<file path="src/rtl/nssc_pkg.sv">
// Shared types, constants and NAL header classification for the SAP classifier.
package nssc_pkg;

  localparam int unsigned DATA_W      = 8;
  localparam int unsigned LEN_W       = 32;
  localparam int unsigned CNT_W       = 3;
  localparam int unsigned CLS_W       = 2;
  localparam int unsigned APB_DATA_W  = 32;
  localparam int unsigned APB_ADDR_W  = 3;

  localparam logic [CNT_W-1:0] MAX_LENGTH_BYTES = 3'd4;
  localparam logic [CNT_W-1:0] LFB_RESET        = 3'd4;

  // register select bit of paddr (registers at byte 0 and 4)
  localparam logic REG_LENGTH_FIELD_BYTES = 1'b0;
  localparam logic REG_HEVC_MODE          = 1'b1;

  // AVC NAL unit types
  localparam logic [4:0] AVC_IDR    = 5'd5;
  localparam logic [4:0] AVC_SEI    = 5'd6;
  localparam logic [4:0] AVC_AUD    = 5'd9;
  localparam logic [4:0] AVC_FILLER = 5'd12;

  // HEVC NAL unit types
  localparam logic [5:0] HEVC_BLA_W_LP   = 6'd16;
  localparam logic [5:0] HEVC_BLA_W_RADL = 6'd17;
  localparam logic [5:0] HEVC_BLA_N_LP   = 6'd18;
  localparam logic [5:0] HEVC_IDR_W_RADL = 6'd19;
  localparam logic [5:0] HEVC_IDR_N_LP   = 6'd20;
  localparam logic [5:0] HEVC_CRA        = 6'd21;
  localparam logic [5:0] HEVC_VPS        = 6'd32;
  localparam logic [5:0] HEVC_SPS        = 6'd33;
  localparam logic [5:0] HEVC_PPS        = 6'd34;
  localparam logic [5:0] HEVC_AUD        = 6'd35;
  localparam logic [5:0] HEVC_FD         = 6'd38;
  localparam logic [5:0] HEVC_SEI_PREFIX = 6'd39;

  // SAP classes
  localparam logic [CLS_W-1:0] SAP_NONE  = 2'd0;
  localparam logic [CLS_W-1:0] SAP_CLS_1 = 2'd1;
  localparam logic [CLS_W-1:0] SAP_CLS_2 = 2'd2;
  localparam logic [CLS_W-1:0] SAP_CLS_3 = 2'd3;

  typedef enum logic [1:0] {
    PH_LEN   = 2'd0,
    PH_HDR   = 2'd1,
    PH_SKIP  = 2'd2,
    PH_DRAIN = 2'd3
  } phase_t;

  typedef struct packed {
    logic [CNT_W-1:0] length_field_bytes;
    logic             hevc_mode;
  } cfg_t;

  typedef struct packed {
    logic             skip;
    logic [CLS_W-1:0] sap_class;
  } hdr_cls_t;

  function automatic hdr_cls_t classify(input logic [DATA_W-1:0] hdr, input logic hevc);
    hdr_cls_t r;
    logic [5:0] ht;
    logic [4:0] at;
    r  = '{skip: 1'b0, sap_class: SAP_NONE};
    ht = hdr[6:1];
    at = hdr[4:0];
    if (hevc) begin
      case (ht)
        HEVC_CRA: r.sap_class = SAP_CLS_3;
        HEVC_IDR_N_LP, HEVC_BLA_N_LP: r.sap_class = SAP_CLS_1;
        HEVC_IDR_W_RADL, HEVC_BLA_W_RADL, HEVC_BLA_W_LP: r.sap_class = SAP_CLS_2;
        HEVC_AUD, HEVC_FD, HEVC_SEI_PREFIX, HEVC_VPS, HEVC_SPS, HEVC_PPS: r.skip = 1'b1;
        default: r.sap_class = SAP_NONE;
      endcase
    end else begin
      case (at)
        AVC_IDR: r.sap_class = SAP_CLS_1;
        AVC_AUD, AVC_FILLER, AVC_SEI: r.skip = 1'b1;
        default: r.sap_class = SAP_NONE;
      endcase
    end
    return r;
  endfunction

endpackage

</file>
<file path="src/rtl/nal_sample_sap_classifier.sv">
// Top level: input item register, NAL parser and result register.
//
// Usage:
//   Sample bytes enter on in_data_byte / in_last_byte, one per accepted item
//   (in_valid high, in_stall low at a rising edge). Each sample yields exactly
//   one sap_class item on the out_ channel, on the byte that decides it or on
//   the sample's last byte; bytes that decide nothing give no result.
//   Configuration (prefix size, header mode) is written over the cfg_ APB port;
//   the user must write it only while the block is idle; the block has no check for this; pready is always high.
// Pipeline: an accepted byte waits in the input register; its result is loaded into
//   the output register, which drives out_valid, when the byte advances past a free output.
// Throughput: one byte per cycle while in_stall is low; the parser updates prefix/skip counters
//   with one 32-bit decrement or shift per byte.
// Stall: a result held by out_stall stays in the output register while one
//   more byte can wait in the input register; a second result-bearing byte
//   then raises in_stall. Bytes with no result keep flowing past a stalled
//   output.
// Reset: synchronous, active low; clears parse state and both valid flags,
//   prefix size returns to 4 and header mode to AVC.
module nal_sample_sap_classifier import nssc_pkg::*; (
  input  logic                  clk,
  input  logic                  rst_n,
  input  logic                  in_valid,
  output logic                  in_stall,
  input  logic [DATA_W-1:0]     in_data_byte,
  input  logic                  in_last_byte,
  output logic                  out_valid,
  input  logic                  out_stall,
  output logic [CLS_W-1:0]      out_sap_class,
  input  logic                  cfg_psel,
  input  logic                  cfg_penable,
  input  logic                  cfg_pwrite,
  input  logic [APB_ADDR_W-1:0] cfg_paddr,
  input  logic [APB_DATA_W-1:0] cfg_pwdata,
  output logic [APB_DATA_W-1:0] cfg_prdata,
  output logic                  cfg_pready
);

  cfg_t              cfg;
  logic              s1_valid_r, s1_valid_nxt;
  logic [DATA_W-1:0] s1_data_r;
  logic              s1_last_r;
  logic              out_valid_r, out_valid_nxt;
  logic [CLS_W-1:0]  out_class_r;
  logic              res_valid;
  logic [CLS_W-1:0]  res_class;
  logic              out_free;
  logic              s1_adv;
  logic              in_acc;

  nssc_cfg_regs u_cfg (
    .clk         (clk),
    .rst_n       (rst_n),
    .cfg_psel    (cfg_psel),
    .cfg_penable (cfg_penable),
    .cfg_pwrite  (cfg_pwrite),
    .cfg_paddr   (cfg_paddr),
    .cfg_pwdata  (cfg_pwdata),
    .cfg_prdata  (cfg_prdata),
    .cfg_pready  (cfg_pready),
    .cfg         (cfg)
  );

  nssc_parser u_parser (
    .clk       (clk),
    .rst_n     (rst_n),
    .step      (s1_adv),
    .data_byte (s1_data_r),
    .last_byte (s1_last_r),
    .cfg       (cfg),
    .res_valid (res_valid),
    .res_class (res_class)
  );

  assign out_free = !out_valid_r || !out_stall;
  // an item with no result advances even while the output is held
  assign s1_adv   = s1_valid_r && (out_free || !res_valid);
  assign in_stall = s1_valid_r && !s1_adv;
  assign in_acc   = in_valid && !in_stall;

  always_comb begin
    s1_valid_nxt  = in_acc || (s1_valid_r && !s1_adv);
    out_valid_nxt = out_valid_r;
    if (s1_adv && res_valid) begin
      out_valid_nxt = 1'b1;
    end else if (out_valid_r && !out_stall) begin
      out_valid_nxt = 1'b0;
    end
  end

  always_ff @(posedge clk) begin
    if (!rst_n) begin
      s1_valid_r  <= 1'b0;
      out_valid_r <= 1'b0;
    end else begin
      s1_valid_r  <= s1_valid_nxt;
      out_valid_r <= out_valid_nxt;
    end
  end

  always_ff @(posedge clk) begin
    if (in_acc) begin
      s1_data_r <= in_data_byte;
      s1_last_r <= in_last_byte;
    end
    if (s1_adv && res_valid) begin
      out_class_r <= res_class;
    end
  end

  assign out_valid     = out_valid_r;
  assign out_sap_class = out_class_r;

`ifndef NO_ASSERTIONS
  a_held_item_stays: assert property (@(posedge clk) disable iff (!rst_n)
    s1_valid_r && !s1_adv |=> s1_valid_r && $stable(s1_data_r) && $stable(s1_last_r))
    else $error("held input item lost or changed");

  a_no_overwrite: assert property (@(posedge clk) disable iff (!rst_n)
    s1_adv && res_valid |-> out_free)
    else $error("result written over an unread result");

  a_result_loaded: assert property (@(posedge clk) disable iff (!rst_n)
    s1_adv && res_valid |=> out_valid_r && out_class_r == $past(res_class))
    else $error("result not captured");
`endif

endmodule

</file>
<file path="src/rtl/nssc_cfg_regs.sv">
// APB configuration registers: prefix size and header mode.
module nssc_cfg_regs import nssc_pkg::*; (
  input  logic                  clk,
  input  logic                  rst_n,
  input  logic                  cfg_psel,
  input  logic                  cfg_penable,
  input  logic                  cfg_pwrite,
  input  logic [APB_ADDR_W-1:0] cfg_paddr,
  input  logic [APB_DATA_W-1:0] cfg_pwdata,
  output logic [APB_DATA_W-1:0] cfg_prdata,
  output logic                  cfg_pready,
  output cfg_t                  cfg
);

  logic [CNT_W-1:0] lfb_r;
  logic             hevc_r;
  logic             wr_en;
  logic             sel;

  assign cfg_pready = 1'b1;
  assign sel        = cfg_paddr[2];
  assign wr_en      = cfg_psel && cfg_penable && cfg_pwrite && cfg_pready;

  always_ff @(posedge clk) begin
    if (!rst_n) begin
      lfb_r  <= LFB_RESET;
      hevc_r <= 1'b0;
    end else if (wr_en) begin
      case (sel)
        REG_LENGTH_FIELD_BYTES: lfb_r  <= cfg_pwdata[CNT_W-1:0];
        REG_HEVC_MODE:          hevc_r <= cfg_pwdata[0];
        default: ;
      endcase
    end
  end

  always_comb begin
    case (sel)
      REG_LENGTH_FIELD_BYTES: cfg_prdata = {{(APB_DATA_W-CNT_W){1'b0}}, lfb_r};
      REG_HEVC_MODE:          cfg_prdata = {{(APB_DATA_W-1){1'b0}}, hevc_r};
      default:                cfg_prdata = '0;
    endcase
  end

  assign cfg.length_field_bytes = lfb_r;
  assign cfg.hevc_mode          = hevc_r;

endmodule

</file>
<file path="src/rtl/nssc_parser.sv">
// Per-sample NAL parse state: length prefix, header decision, skip and drain.
module nssc_parser import nssc_pkg::*; (
  input  logic              clk,
  input  logic              rst_n,
  input  logic              step,
  input  logic [DATA_W-1:0] data_byte,
  input  logic              last_byte,
  input  cfg_t              cfg,
  output logic              res_valid,
  output logic [CLS_W-1:0]  res_class
);

  phase_t           phase_r, phase_nxt;
  logic [LEN_W-1:0] accum_r, accum_nxt;
  logic [CNT_W-1:0] cnt_r, cnt_nxt;
  logic [LEN_W-1:0] skip_r, skip_nxt;
  logic             dec_r, dec_nxt;

  logic [CNT_W-1:0] lfb;
  logic             lfb_zero;
  logic [CNT_W-1:0] cnt_inc;
  logic [LEN_W-1:0] accum_dec;
  logic [LEN_W-1:0] skip_dec;
  logic [LEN_W-1:0] hdr_bytes;
  hdr_cls_t         hc;
  logic             decide;

  assign lfb       = (cfg.length_field_bytes > MAX_LENGTH_BYTES) ? MAX_LENGTH_BYTES
                                                                 : cfg.length_field_bytes;
  assign lfb_zero  = (lfb == '0);
  assign cnt_inc   = cnt_r + 3'd1;
  assign accum_dec = accum_r - 32'd1;
  assign skip_dec  = skip_r - 32'd1;
  assign hdr_bytes = cfg.hevc_mode ? 32'd2 : 32'd1;
  assign hc        = classify(data_byte, cfg.hevc_mode);

  // outputs: decision on this byte, or a forced class 0 at an undecided end
  always_comb begin
    decide    = !dec_r && (lfb_zero || (phase_r == PH_HDR && !hc.skip));
    res_valid = decide || (last_byte && !dec_r);
    res_class = (decide && !lfb_zero) ? hc.sap_class : SAP_NONE;
  end

  // next state
  always_comb begin
    phase_nxt = phase_r;
    accum_nxt = accum_r;
    cnt_nxt   = cnt_r;
    skip_nxt  = skip_r;
    dec_nxt   = dec_r;
    if (!dec_r) begin
      if (decide) begin
        dec_nxt   = 1'b1;
        phase_nxt = PH_DRAIN;
      end else begin
        case (phase_r)
          PH_LEN: begin
            accum_nxt = {accum_r[LEN_W-DATA_W-1:0], data_byte};
            if (cnt_inc >= lfb) begin
              cnt_nxt   = '0;
              phase_nxt = PH_HDR;
            end else begin
              cnt_nxt = cnt_inc;
            end
          end
          PH_HDR: begin
            // skipped unit; one shorter than its header drains the sample
            if (accum_r < hdr_bytes) begin
              phase_nxt = PH_DRAIN;
            end else begin
              skip_nxt  = accum_dec;
              phase_nxt = (accum_dec != '0) ? PH_SKIP : PH_LEN;
            end
            accum_nxt = '0;
          end
          PH_SKIP: begin
            skip_nxt = skip_dec;
            if (skip_dec == '0) begin
              accum_nxt = '0;
              phase_nxt = PH_LEN;
            end
          end
          default: ;
        endcase
      end
    end
    if (last_byte) begin
      phase_nxt = PH_LEN;
      accum_nxt = '0;
      cnt_nxt   = '0;
      skip_nxt  = '0;
      dec_nxt   = 1'b0;
    end
  end

  always_ff @(posedge clk) begin
    if (!rst_n) begin
      phase_r <= PH_LEN;
      accum_r <= '0;
      cnt_r   <= '0;
      skip_r  <= '0;
      dec_r   <= 1'b0;
    end else if (step) begin
      phase_r <= phase_nxt;
      accum_r <= accum_nxt;
      cnt_r   <= cnt_nxt;
      skip_r  <= skip_nxt;
      dec_r   <= dec_nxt;
    end
  end

`ifndef NO_ASSERTIONS
  a_decided_drains: assert property (@(posedge clk) disable iff (!rst_n)
    dec_r |-> phase_r == PH_DRAIN)
    else $error("decided sample not in drain phase");

  a_last_clears: assert property (@(posedge clk) disable iff (!rst_n)
    step && last_byte |=> phase_r == PH_LEN && !dec_r && cnt_r == '0)
    else $error("sample state not cleared after last byte");

  a_one_per_sample: assert property (@(posedge clk) disable iff (!rst_n)
    dec_r |-> !decide)
    else $error("second decision within one sample");
`endif

endmodule

</file>
<file path="config.mk">
export PLATFORM = sky130hd
export DESIGN_NAME = nal_sample_sap_classifier
export DESIGN_NICKNAME = d
export VERILOG_FILES = /design/src/rtl/nssc_pkg.sv /design/src/rtl/nal_sample_sap_classifier.sv /design/src/rtl/nssc_cfg_regs.sv /design/src/rtl/nssc_parser.sv
export SDC_FILE = /design/constraint.sdc
export NUM_CORES = 1
export LEC_CHECK = 0
export BUFFER_PORTS_ARGS = -buffer_cell sky130_fd_sc_hd__buf_2
export CAP_MARGIN = 10
export CORE_MARGIN = 2
export CORE_UTILIZATION = 45
export CTS_BUF_LIST = sky130_fd_sc_hd__clkbuf_8 sky130_fd_sc_hd__clkbuf_16
export CTS_CLUSTER_SIZE = 10
export DETAILED_ROUTE_END_ITERATION = 7
export PLACE_DENSITY = 0.71
export SYNTH_ARGS = -nofsm -noshare
export SYNTH_HDL_FRONTEND = slang
export SYNTH_SLANG_ARGS = --single-unit
</file>
<file path="constraint.sdc">
create_clock -name clk -period 4.49 [get_ports clk]
set_input_delay 0 -clock clk [delete_from_list [all_inputs] [get_ports clk]]
set_output_delay 0 -clock clk [all_outputs]
set_load 0.01 [all_outputs]
</file>
==> results of run 1 <==
-- flip-flops by register name, indices dropped and copies added (netlist names) --
name              count
u_parser.phase_r      2
out_valid             1
u_cfg.hevc_r          1
u_parser.accum_r     32
out_sap_class         2
s1_valid_r            1
u_cfg.lfb_r           3
u_parser.cnt_r        3
u_parser.skip_r      32
s1_data_r             8
s1_last_r             1
u_parser.dec_r        1
-- per-stage QoR --
step	cells	hold slack, ns	total power [mW]	utilization	cell area [um2]
2_1_floorplan	752	0.0429	1.32	-	5910
3_3_place_gp	880	0.178	1.44	0.467	5900
3_5_place_dp	880	0.178	1.44	0.467	5900
4_1_cts	912	0.0102	2.19	0.502	6340
5_1_grt	912	0.0365	2.29	0.502	6340
6_report	912	0.0204	2.19	0.502	6340
-- kinds of logic after synthesis --
kind of cell             count (synthesis)
flip-flops                              87
other                                    2
AO/OA/AOI/OAI                          189
multiplexers                             8
adder cells (fa/ha/maj)                 13
AND/OR/NAND/NOR                        285
XOR/XNOR                                40
buffers and inverters                  100
-- per-layer routing --
metal  part of all wire  wire length, um  GRT usage
met3              0.061              970     0.0402
met2               0.47             7460      0.364
met4              0.037              593      0.118
met5                  0                0          0
met1               0.44             7000      0.308
-- cells in the mapped netlist, drive strengths merged (3+ instances only) --
| master | number | area share |
|---|---|---|
| dfxtp | 76 | 0.26 |
| nand2b | 4 | 0.0043 |
| nand3 | 14 | 0.012 |
| buf | 35 | 0.047 |
| a21oi | 53 | 0.046 |
| o211a | 4 | 0.0069 |
| or4 | 18 | 0.025 |
| clkbuf | 47 | 0.030 |
| o21bai | 3 | 0.0039 |
| a211oi | 4 | 0.0052 |
| ha | 12 | 0.026 |
| nand4 | 13 | 0.014 |
| and2 | 3 | 0.0032 |
| edfxtp | 11 | 0.057 |
| o31ai | 10 | 0.014 |
| nand2 | 44 | 0.028 |
| nor4 | 23 | 0.030 |
| o21ai | 36 | 0.031 |
| o41ai | 4 | 0.0060 |
| nor3 | 28 | 0.024 |
| nor2 | 87 | 0.056 |
| a22o | 32 | 0.048 |
| a41oi | 3 | 0.0045 |
| inv | 17 | 0.011 |
| a2111oi | 5 | 0.0075 |
| a22oi | 6 | 0.0078 |
| or3 | 16 | 0.017 |
| nand3b | 6 | 0.0078 |
| o32ai | 3 | 0.0045 |
| nor2b | 7 | 0.0075 |
| nor4b | 6 | 0.0091 |
| a31oi | 5 | 0.0054 |
| xor2 | 18 | 0.027 |
| o211ai | 4 | 0.0052 |
| xnor2 | 22 | 0.033 |
| mux2i | 7 | 0.012 |
| nor3b | 6 | 0.0078 |
-- area by class of cell --
class                           instances  area [um2]  share of cell area
Multi-Input combinational cell        565        3540               0.559
Sequential cell                        87        1850               0.292
Timing Repair Buffer                   54         380              0.0600
Clock buffer                            9         225              0.0355
Tap cell                              172         215              0.0340
Inverter                               18        67.6              0.0107
Clock inverter                          7        57.6             0.00908
-- worst min-delay path, delay by kind of cell --
kind          cells  cell delay (ns)
simple gates      2             0.16
buf+inv           1             0.10
mux               1             0.07
-- power by group --
group	internal (mW)	total [mW]	switching, mW
Combinational	0.223	0.604	0.381
Sequential	0.812	0.847	0.0355
Clock	0.384	0.739	0.355
Total	1.42	2.19	0.771
-- path summary, 6_finish.rpt --
check,depth (start not counted),slack (ns),endpoint,from
setup / recovery,11,0.58,u_parser.accum_r[28],u_parser.skip_r[0]
hold reg to reg,2,0.48,u_parser.cnt_r[1],u_parser.cnt_r[1]
hold / removal,4,0.02,u_cfg.hevc_r,cfg_pwrite
setup reg to reg,11,0.58,u_parser.accum_r[28],u_parser.skip_r[0]
-- repair_timing --
action	4_1_cts	5_1_grt
setup buffers	0	0
gates resized for setup	0	0
hold buffers	16	0
endpoints found under the hold margin	18	0
==> metrics.md, run 1 <==
| Metric | Value |
|---|---|
| EDFF count, synth | `11` |
| Worst Tran Pin Value | `between 1 and 1.5 ns` |
| Sequential share of the synthesized area | `0.319` |
| TNS Setup | `0 ns` |
| GP Congestion | `0.934` |
| CP max FO | `32` |
| Post-Syn Instances | `724` |
| Slew Viols, Final | `0` |
| Crit path buf inv count | `2` |
| Critical path's largest stage delay | `slightly below 0.6 ns` |
| Most common cell after layout, fill and taps aside | `nor2_1` |
| Worst Path Arrival | `between 4 and 5 ns` |
| Fill cells | `about 1200` |
| Hold WC Path Type | `in -> reg` |
| # DRC | `0` |
| Post-Route WL | `roughly 16 mm` |
| Initial antenna violation count | `0` |
| Main synth FF type | `dfxtp_1` |
| Max-cap violations | `0` |
| Most frequent cells in the layout | `nor2_1, dfxtp_1, a21oi_1` |
| Via density per instance | `6.06` |
| Slew HR | `0.193` |
| Root Driver | `clkbuf_16` |
| Adder-Cell Fraction of Synth Area | `0.0276` |
| Clk slew on worst S/H paths | `0.07 ns` |
| Inserted Clock Buffers | `9` |
| Element type at the critical path start | `register` |
| Remaining antenna violation count | `0` |
| Max Clock Freq | `approximately 260 MHz` |
| Worst-Skew Late Latency | `~0.36 ns` |
| Largest net degree at the start of global routing | `44` |
| Ant. Diodes | `0` |
| Crit Path Class | `reg -> reg` |
| Peak VDD IR | `0.247 mV` |
| # H-tree levels | `3` |
| Num ports | `88` |
| Endpoint class of the critical path | `register` |
| Outcome | `finished, final reports clean` |
| Initial core utilization | `0.460` |
| DR WL/cell | `approximately 18 um` |
| Core area | `approximately 13000 um2` |
| Fraction of layout cells with a size suffix above 1 | `0.0919` |
| XOR/XNOR share of the synthesized area | `0.0604` |
| Total track usage | `0.232` |
| Synthesized flop and latch total | `87` |
| Final hold vios | `0` |
| Vias in the first global route | `slightly above 5000` |
| First-pass GRT wire length | `around 26 mm` |
| Total Nets Final | `approximately 800` |
| Port-buffer cells | `26` |
| Period utilisation layout | `0.871` |
| Setup WS pre-CTS | `approximately 0.64 ns` |
| Total vias in the final route | `about 5500` |
| Leak | `2.50 nW` |
| Largest family of logic cells by synthesized area | `simple AND/OR/NAND/NOR gates` |
| Worst path top cell family by delay | `simple AND/OR/NAND/NOR gates` |
| Die area | `between 10000 and 15000 um2` |
| Chip Height | `118 um` |
| Syn-to-layout area delta | `9.23%` |
| Final Skew | `approximately 0.0073 ns` |
| Critical Path RT | `about 4.7 ns` |
| Mux cell area share after synthesis | `0.0140` |
| Final worst path period need | `a little under 4 ns` |
| Yosys cell types | `68` |
| Clock Path Buffers | `2` |
| Crit path cell chain | `inv_1 -> ha_1 -> or3b_2 -> or4_1 -> o21ai_0 -> nand4_1 -> or4_4 -> nor4_4 -> a221oi_4 -> buf_4 -> a22o_1` |
| RSZ-0062 raised after global routing | `no` |
| Post-DP HPWL | `between 10 and 15 mm` |
| Slowest-stage cell, CP | `or3b_2` |
| Total grt overflow | `0` |
| Yosys warning total | `0` |
| Synth Area per Inst | `8.02 um2` |
| 1st-iter DRT viols | `between 500 and 600` |
| Drt pass-1 iters | `5` |
| Syn Std Cell Area | `just under 6000 um2` |
| Final setup fails | `0` |
| Asr flop ratio synth | `0` |
| Compound-cell area share of the yosys netlist | `0.227` |
| Pwr/cell area | `approximately 350 nW/um2` |
| Fin worst setup slack | `between 0.5 and 0.6 ns` |
| Clk sink count | `just under 90` |
| CTS tree | `built` |
| Die W | `about 120 um` |
| Post-synthesis simple-gate area fraction | `0.261` |
| # rows | `41` |
No activity file was read; power rests on OpenSTA's default activity.
==> run 2: changes to the inputs <==
ABC_AREA = 1   (was unset)
CORE_MARGIN = unset   (was 2)
REMOVE_ABC_BUFFERS = 1   (was unset)
==> run 2 against run 1 <==
Routed wire length up 9.2%. Sequential share of layout area down 2.6 points. Synthesized area up 11%. Total power up 9.0%.
==> metrics.md, run 2 <==
| Metric | Value |
|---|---|
| Hold Crit Depth | `4 (unchanged)` |
| Chip Height | `122 um (+3.6%)` |
| Die area | `14800 um2 (+7.2%)` |
| Element type at the critical path start | `register` |
| # rows | `43 (+4.9%)` |
| DR WL/cell | `14.0 um (-20%)` |
| Sw Pwr | `0.943 mW (+22%)` |
| Max-cap violations | `0 (unchanged)` |
| Outcome | `finished, final reports clean` |
| Pwr/cell area | `342 nW/um2 (-0.92%)` |
| Clk sink count | `87 (unchanged)` |
| Sequential share of the synthesized area | `0.287 (-0.0321)` |
| Worst-Skew Late Latency | `0.36 ns (about the same)` |
| Num ports | `88 (unchanged)` |
| Period utilisation layout | `0.710 (-0.161)` |
| EDFF count, synth | `11 (unchanged)` |
| Die W | `122 um (+3.6%)` |
| Final hold vios | `0 (unchanged)` |
| Post-DP Area | `6520 um2 (+11%)` |
| First-pass GRT wire length | `29.1 mm (+11%)` |
| 1st-iter DRT viols | `476 (-11%)` |
| Final worst path period need | `3.19 ns (-0.722 ns)` |
| CP max FO | `33 (+3.1%)` |
| Main synth FF type | `dfxtp_1` |
| Syn Std Cell Area | `6450 um2 (+11%)` |
| Synth Area per Inst | `6.16 um2 (-23%)` |
| Port-buffer cells | `26 (unchanged)` |
| Core area | `13900 um2 (+10%)` |
| Fin area | `6970 um2 (+10%)` |
| Non-filler instance count after layout | `1253 (+37%)` |
| Drt pass-1 iters | `5 (unchanged)` |
| Clock power frac | `0.303 (-0.035)` |
| Total track usage | `0.251 (+0.0188)` |
| Switching Share | `0.395 (+0.0430)` |
| Total power | `2.39 mW (+9.0%)` |
| Peak VDD IR | `0.190 mV (-23%)` |
| R2r endpoint | `u_parser.accum_r[11]` |
| Inst Count DP | `1219 (+39%)` |
| Initial antenna violation count | `0 (unchanged)` |
| Setup Buffers After CTS | `0 (unchanged)` |
| Inserted Clock Buffers | `9 (unchanged)` |
| TNS Setup | `0 ns (unchanged)` |
| RSZ-0062 raised after global routing | `no` |
| Synthesized flop and latch total | `87 (unchanged)` |
| Yosys warning total | `0 (unchanged)` |
| Initial core utilization | `0.463 (+0.00321)` |
| # H-tree levels | `3 (unchanged)` |
| Int Power | `1.44 mW (+1.7%)` |
| Root Driver | `clkbuf_16` |
| Yosys top cell by area | `dfxtp_1` |
| Clk slew on worst S/H paths | `0.07 ns (about the same)` |
| Clock Path Buffers | `2 (unchanged)` |
| R2r startpoint | `u_parser.skip_r[0]` |
| Leak | `3.18 nW (+27%)` |
| Final Skew | `0.00638 ns (-0.000951 ns)` |
| Top cells by count, synth | `nand2_1, nor2_1, inv_1` |
| Via density per instance | `5.29 (-13%)` |
| Hold WC Path Type | `in -> reg` |
| Hold Startpoint | `cfg_paddr[2]` |
| Synth top area cells | `dfxtp_1, nand2_1, nor2_1` |
| Worst Hold End | `u_cfg.lfb_r[1]` |
| Asr flop ratio synth | `0 (unchanged)` |
| Slew HR | `0.345 (+0.152)` |
| Leading cell type by number of instances after synthesis | `nand2_1` |
| Largest net degree at the start of global routing | `63 (+43%)` |
| Final setup fails | `0 (unchanged)` |
| # DRC | `0 (unchanged)` |
| Worst Path Arrival | `3.40 ns (-0.76 ns)` |
| Most frequent cells in the layout | `nand2_1, nor2_1, inv_1` |
| FF-to-FF setup slack | `1.30 ns (+0.72 ns)` |
| Biggest regs | `u_parser.accum_r x32, u_parser.skip_r x32, s1_data_r x8` |
| Syn-to-layout area delta | `8.03%` |
| Total vias in the final route | `6632 (+20%)` |
| Post-Route WL | `17.5 mm (+9.2%)` |
| Yosys cell types | `39 (-43%)` |
| Total Nets Final | `1131 (+42%)` |
| Crit Path Class | `reg -> reg` |
| Max Clock Freq | `314 MHz (+23%)` |
| Vias in the first global route | `6010 (+18%)` |
| Worst Tran Pin Value | `0.980 ns (-0.226 ns)` |
| Combinational fraction of design power | `0.336 (+0.060)` |
| Most common cell after layout, fill and taps aside | `nand2_1` |
| CTS tree | `built` |
| Post-DP HPWL | `12.5 mm (+12%)` |
| Total grt overflow | `0 (unchanged)` |
| Reg power frac | `0.361 (-0.026)` |
| Fraction of layout cells with a size suffix above 1 | `0.0699 (-0.0220)` |
| Yosys top cell area share | `0.236 (-0.0264)` |
| Post-Syn Instances | `1047 (+45%)` |
| Fin util | `0.500 (-0.00206)` |
| GP Congestion | `0.926 (-0.91%)` |
| Ant. Diodes | `0 (unchanged)` |
| R2R cell count | `15 (+4)` |
| Remaining antenna violation count | `0 (unchanged)` |
| Slew Viols, Final | `0 (unchanged)` |
| Endpoint class of the critical path | `register` |
| Critical Path RT | `4.70 ns (-0.04 ns)` |
| Fill cells | `1441 (+19%)` |
==> run 2: cell types whose count changed after synthesis, moves of 16 or more <==
cell and delta:
a21oi_1 +18, nand3_1 +44, a22o_1 -32, nor3_1 -24, nor2_1 +100, or3_1 -16
o21ai_0 +33, nor4_1 -20, nand2_1 +218, xnor2_1 -16, nand4_1 +39, inv_1 +80
clkbuf_1 -26
==> run 2: worst max path at each step <==
| stage | slack (ns) | start | depth (start not counted) | to |
|---|---|---|---|---|
| after floorplan | 1.61 | u_parser.phase_r[0] | 8 | u_parser.accum_r[0] |
| after global routing | 0.99 | u_parser.skip_r[0] | 15 | u_parser.accum_r[22] |
| after detailed placement | 1.38 | u_parser.skip_r[0] | 15 | u_parser.accum_r[11] |
| after CTS | 1.37 | u_parser.skip_r[0] | 15 | u_parser.accum_r[11] |
| after global placement | 1.40 | u_parser.skip_r[0] | 15 | u_parser.accum_r[1] |
| final | 1.30 | u_parser.skip_r[0] | 15 | u_parser.accum_r[11] |
==> run 2: layout make-up <==
cell class	instances	area, um2	area share
Multi-Input combinational cell	818	3890	0.558
Sequential cell	87	1850	0.266
Inverter	104	390	0.0560
Timing Repair Buffer	48	340	0.0488
Clock buffer	9	225	0.0323
Tap cell	180	225	0.0323
Clock inverter	7	48.8	0.00700
==> run 2: timing repair <==
item / CTS / global route
hold buffers: 18 / 0
hold endpoints to repair: 15 / 0
resized for setup: 0 / 0
setup endpoints to repair: 0 / 0
==> run 2: per-layer routing <==
layer  track usage  up-vias  share of wire
li1              -     3385              -
met1         0.326     2975           0.46
met2         0.396      232           0.45
met3        0.0454       40          0.065
met4         0.130        0          0.031
met5             0        -              0
==> run 2: logic make-up after synthesis <==
group	share of synthesized area
AOI/OAI and AO/OA	0.129
other	0.00116
adders and majority gates	0.0233
xor gates and xnor gates	0.0353
DFF	0.287
buffers and inverters	0.127
and+or+nand+nor	0.397
==> run 2: worst max-delay path, stage by stage, from the launching register on <==
cell and delay (ns):
dfxtp_1 0.34, inv_2 0.11, ha_1 0.33, nand2_1 0.11, nor2_1 0.21, nand3_1 0.19
o21ai_1 0.17, nand2_1 0.08, nor2_1 0.10, nand2_1 0.06, nor2_2 0.17, nand3_2 0.14
nand2_4 0.35, nand3_4 0.39, nand2_1 0.19, a21oi_1 0.07
==> run 2: power groups by stage <==
stage / Combinational (mW) / Sequential [mW] / Clock, mW
detailed placement: 0.776 / 0.877 / 0
global route: 0.912 / 0.865 / 0.759
finish: 0.803 / 0.860 / 0.723
floorplan: 0.581 / 0.867 / 0
CTS: 0.791 / 0.859 / 0.730
global placement: 0.772 / 0.876 / 0
==> run 2: through the flow <==
step	setup WS, ns	hold WS, ns
2_1_floorplan	1.61	0.0475
3_3_place_gp	1.40	0.176
3_5_place_dp	1.38	0.178
4_1_cts	1.37	0.0545
5_1_grt	0.991	0.136
6_report	1.30	0.0967
